## src/hdl/tkm_pkg.sv

```systemverilog
// Package for the top-k match list: slot and match records, request codes,
// sequencer states, action codes and default sizes. Used by tkm_match_unit
// and the top level. Depends on nothing else.
package tkm_pkg;

   parameter int SLOTS_DEFAULT = 16;

   parameter int DIST_W       = 32;
   parameter int SEED_INDEX_W = 16;
   parameter int CAND_INDEX_W = 20;
   parameter int FILE_ID_W    = 16;
   parameter int TIME_W       = 32;
   parameter int SLOT_W       = 6;
   parameter int ACTION_W     = 2;
   parameter int CSR_ADDR_W   = 3;

   parameter logic REQ_OFFER = 1'b0;
   parameter logic REQ_READ  = 1'b1;

   parameter logic [ACTION_W-1:0] ACT_NONE    = 2'd0;
   parameter logic [ACTION_W-1:0] ACT_INSERT  = 2'd1;
   parameter logic [ACTION_W-1:0] ACT_REPLACE = 2'd2;
   parameter logic [ACTION_W-1:0] ACT_SHIFT   = 2'd3;

   // Register index of exclusion_window, taken from the word address bit.
   parameter logic CSR_IDX_WINDOW = 1'b0;

   typedef struct packed {
      logic                    valid;
      logic [DIST_W-1:0]       distance;
      logic [SEED_INDEX_W-1:0] seed_index;
      logic [CAND_INDEX_W-1:0] cand_index;
      logic [FILE_ID_W-1:0]    file_id;
      logic [TIME_W-1:0]       seed_time;
      logic [TIME_W-1:0]       cand_time;
   } slot_type;

   parameter slot_type SLOT_EMPTY = '{
      valid:      1'b0,
      distance:   {DIST_W{1'b1}},
      seed_index: '0,
      cand_index: '0,
      file_id:    '0,
      seed_time:  '0,
      cand_time:  '0
   };

   typedef struct packed {
      logic greater;
      logic neighbour;
   } match_type;

   typedef enum logic [1:0] {
      ST_IDLE,
      ST_SCAN,
      ST_UPDATE,
      ST_FINISH
   } state_type;

endpackage

```

## src/hdl/tkm_match_unit.sv

```systemverilog
// Shared compare unit of the top-k match list: tests one stored slot against
// the offered candidate for ordering and for neighbour exclusion.
// Depends on tkm_pkg.
module tkm_match_unit (
   input  tkm_pkg::slot_type              slot_entry,
   input  logic [tkm_pkg::DIST_W-1:0]     cand_dist,
   input  logic [tkm_pkg::TIME_W-1:0]     seed_time,
   input  logic [tkm_pkg::TIME_W-1:0]     cand_time,
   input  logic [tkm_pkg::TIME_W-1:0]     window,
   output tkm_pkg::match_type             result
);

   logic [tkm_pkg::TIME_W:0]   diff_ext;
   logic [tkm_pkg::TIME_W-1:0] abs_diff;

   assign diff_ext = {1'b0, slot_entry.cand_time} - {1'b0, cand_time};
   assign abs_diff = diff_ext[tkm_pkg::TIME_W]
                     ? (~diff_ext[tkm_pkg::TIME_W-1:0] + {{(tkm_pkg::TIME_W-1){1'b0}}, 1'b1})
                     : diff_ext[tkm_pkg::TIME_W-1:0];

   always_comb begin
      result.greater   = slot_entry.distance > cand_dist;
      result.neighbour = slot_entry.valid && (slot_entry.seed_time == seed_time) &&
                         (abs_diff < window);
   end

endmodule

```

## config.mk

```make
export PLATFORM = sky130hd
export DESIGN_NAME = tkm_match_unit
export DESIGN_NICKNAME = d
export VERILOG_FILES = /design/src/hdl/tkm_pkg.sv /design/src/hdl/tkm_match_unit.sv
export SDC_FILE = /design/constraint.sdc
export NUM_CORES = 1
export LEC_CHECK = 0
export ABC_AREA = 1
export BUFFER_PORTS_ARGS = -buffer_cell sky130_fd_sc_hd__buf_2
export CORE_UTILIZATION = 45
export DETAILED_ROUTE_END_ITERATION = 8
export PLACE_DENSITY = 0.79
export SETUP_SLACK_MARGIN = 0.05
export SYNTH_ARGS = -nofsm -noshare
export SYNTH_HDL_FRONTEND = slang
export SYNTH_SLANG_ARGS = --single-unit
```

## constraint.sdc

```tcl
create_clock -name vclk -period 5.3
set_input_delay 0.795 -clock vclk [all_inputs]
set_output_delay 0.795 -clock vclk [all_outputs]
set_load 0.02 [all_outputs]
```

==> results.py <==
metrics = {
    "die": {
        "start_util_pct": 46.56,
        "die_w_um": 113.9,
        "die_h_um": 113.9,
        "die-area_um2": 12980,
        "io_pins": 279,
        "rows": 40,
        "core_um2": 12110,
    },
    "critical_path": {
        "cp_slowest_cell": "fa_2",
        "startpoint_type": "primary input",
        "path_common_cell": "nand2_2",
        "setup.worst_path.end_class": "primary output",
        "slowest_delay_ps": 410,
        "critPathKind": "in2out",
        "arrival_ps": 4420,
        "required_ps": 4510,
        "crit_path_max_fanout": 4,
    },
    "synthesis": {
        "ys_seq_area_share_pct": 0,
        "synth_top_area_share_pct": 21.30,
        "synth_area_leaders": "ha_1 (21%), nand2_1 (21%), inv_1 (17%), nand3_1 (5.5%), a21oi_1 (4.9%)",
        "synthMuxAreaShare_pct": 0,
        "syn_inst": 1054,
        "synth_simple_gate_area_share_pct": 40.71,
        "yosys.area.top_type": "ha_1",
        "syn_area_um2": 5639,
        "syn-num-nets": 1428,
        "synth_top_family_by_area": "simple AND/OR/NAND/NOR gates",
        "synth_cell_type_count": 47,
        "synth-compound-area-share_pct": 13.27,
        "avgSynthCellArea_um2": 5.350,
        "synth_xor_area_share_pct": 5.747,
        "yosysWarningCount": 0,
        "synthAdderAreaFrac_pct": 21.66,
    },
    "power": {
        "leakage_nw": 4.729,
        "vdd_drop_max_mv": 0.05413,
        "combPwrFrac_pct": 100.0,
        "seq_power_share_pct": 0,
        "switching_share_pct": 57.60,
        "p_per_area_nw_per_um2": 121.0,
        "p_int_uw": 381.9,
        "p_switching_uw": 518.9,
        "clkPwrFrac_pct": 0,
    },
    "final_layout": {
        "drive_above_1_share_pct": 27.62,
        "nNetsFinal": 1683,
        "nFlopsAndLatches": 0,
        "syn2layout_area_growth_pct": 32.06,
        "nClkBuffers": 0,
        "ff_latch_area_um2": 0,
    },
    "place": {
        "io_buffers": 227,
        "place_congestion": 0.9160,
        "hpwl_um": 13810,
    },
    "route": {
        "first_pass_iters": 5,
        "viasPerCell": 4.762,
        "ant_nets": 0,
        "wl_per_cell_um": 10.70,
        "drc": 0,
        "num_vias": 7028,
        "routed_wl_um": 15790,
        "drt_iter0_markers": 262,
    },
    "grt": {
        "grt_util_all_layers_pct": 23.13,
        "grt_pass1_wl_um": 25520,
        "grt_max_degree": 14,
        "grt_pass1_vias": 6215,
        "antenna_found_initial": 0,
        "grt-ovfl-total": 0,
    },
    "sta": {
        "hold_slack_ps": 2152,
        "post-route-period-util_pct": 98.39,
        "rsz0062_at_grt": "true",
        "finalHoldViolCount": 0,
        "setup_viol": 0,
        "tns_ps": 0,
        "fin_crit_ps": 5215,
        "max_slew_margin_pct": 73.55,
        "fmax_mhz": 191.8,
        "maxSlewViolCount": 0,
        "tightest_slew_ps": 393.7,
    },
    "job": {
        "cap_viol_max_count": 0,
    },
    "hold_path": {
        "hold_class": "in2out",
    },
    "clock_tree": {
        "cts_hold_buf": 0,
    },
    "status": {
        "status": "finished, final reports clean",
    },
}
[what timing repair did]
item | in CTS | in global routing
endpoints found under the setup margin | 1 | 1
buffers inserted | 5 | 6
pin swaps | 1 | 29
resized for setup | 7 | 57
[per-layer routing]
layer	vias up	routed length [µm]	global-route usage [%]
met2	203	7848	44.77
met5	-	0	0
li1	3807	-	-
met4	0	259	4.329
met1	2996	6868	28.30
met3	22	810	0.7970
[power groups by stage]
stage	clock (mW)	sequential [mW]	combinational (mW)
detailed placement	0	0	0.822
CTS	0	0	0.837
floorplan	0	0	0.586
finish	0.0000000253	0	0.901
global placement	0	0	0.804
global route	0	0	1.03
[cell type report]
type | count | area [µm²]
diodes | 1 | 2.502
fillers | 1212 | 4664
multi-input cells | 780 | 4840
inverters | 271 | 1025
well taps | 168 | 210.2
repair buffers | 256 | 1370
[cell usage in the layout, fill, tap and decap left out, types with 14 or more instances in the layout]
| master | n |
|---|---|
| nand2_1 | 301 |
| inv_1 | 256 |
| buf_2 | 225 |
| ha_1 | 89 |
| nor2_1 | 61 |
| nand3_1 | 56 |
| a21oi_1 | 52 |
| nand2_2 | 28 |
| buf_4 | 28 |
| o21ai_0 | 24 |
| xor2_1 | 23 |
| nand4_1 | 14 |
[Yosys cell counts, drive strengths merged]
cell type and number:
a21oi 57, o21a 1, a21o 2, nand2 333, ha 96, a31oi 3, a22o 6, inv 270
o22ai 7, xnor2 13, xor2 24, nand3 70, fa 1, o211ai 1, clkinv 1, buf 3
o2111ai 1, nor4 3, a211oi 3, nor3 16, o31ai 2, nor4b 1, a221oi 2, o221ai 1
o21ai 32, o21bai 4, nand4 14, a221o 1, nor2 79, nand3b 5, and2 1, a31o 1
[stage by stage]
stage / setup slack (ps) / total power, mW / area [µm²] / cells / utilization [%]
2_1_floorplan: 442.6 / 0.5857 / 5639 / 1054 / -
3_3_place_gp: -41.12 / 0.8041 / 7091 / 1464 / 58.54
6_report: 85.34 / 0.9008 / 7447 / 1476 / 61.49
3_5_place_dp: -120.0 / 0.8223 / 7091 / 1464 / 58.54
5_1_grt: -153.3 / 1.031 / 7445 / 1475 / 61.47
4_1_cts: 51.36 / 0.8367 / 7158 / 1469 / 59.10
[worst paths after layout]
kind	from	to	slack, ps	cells after the start
setup / recovery	slot_entry[0]	result[0]	90	27
hold / removal	slot_entry[148]	result[0]	2150	6
[critical path, delay by kind of cell]
family                     cells  cell delay [ps]
AOI/OAI and AO/OA              3              510
xor gates and xnor gates       1              180
buffers and inverters          5              490
adders and majority gates      3              800
and+or+nand+nor               15             1630
[kinds of logic (layout without fill, tap and decap cells)]
kind of cell / Yosys count / count (layout)
AND/OR/NAND/NOR: 522 / 522
buffers and inverters: 274 / 527
AO/OA/AOI/OAI: 124 / 124
adder cells (fa/ha/maj): 97 / 97
XOR/XNOR: 37 / 37
other: 0 / 1
No activity file was read; power rests on OpenSTA's default activity.
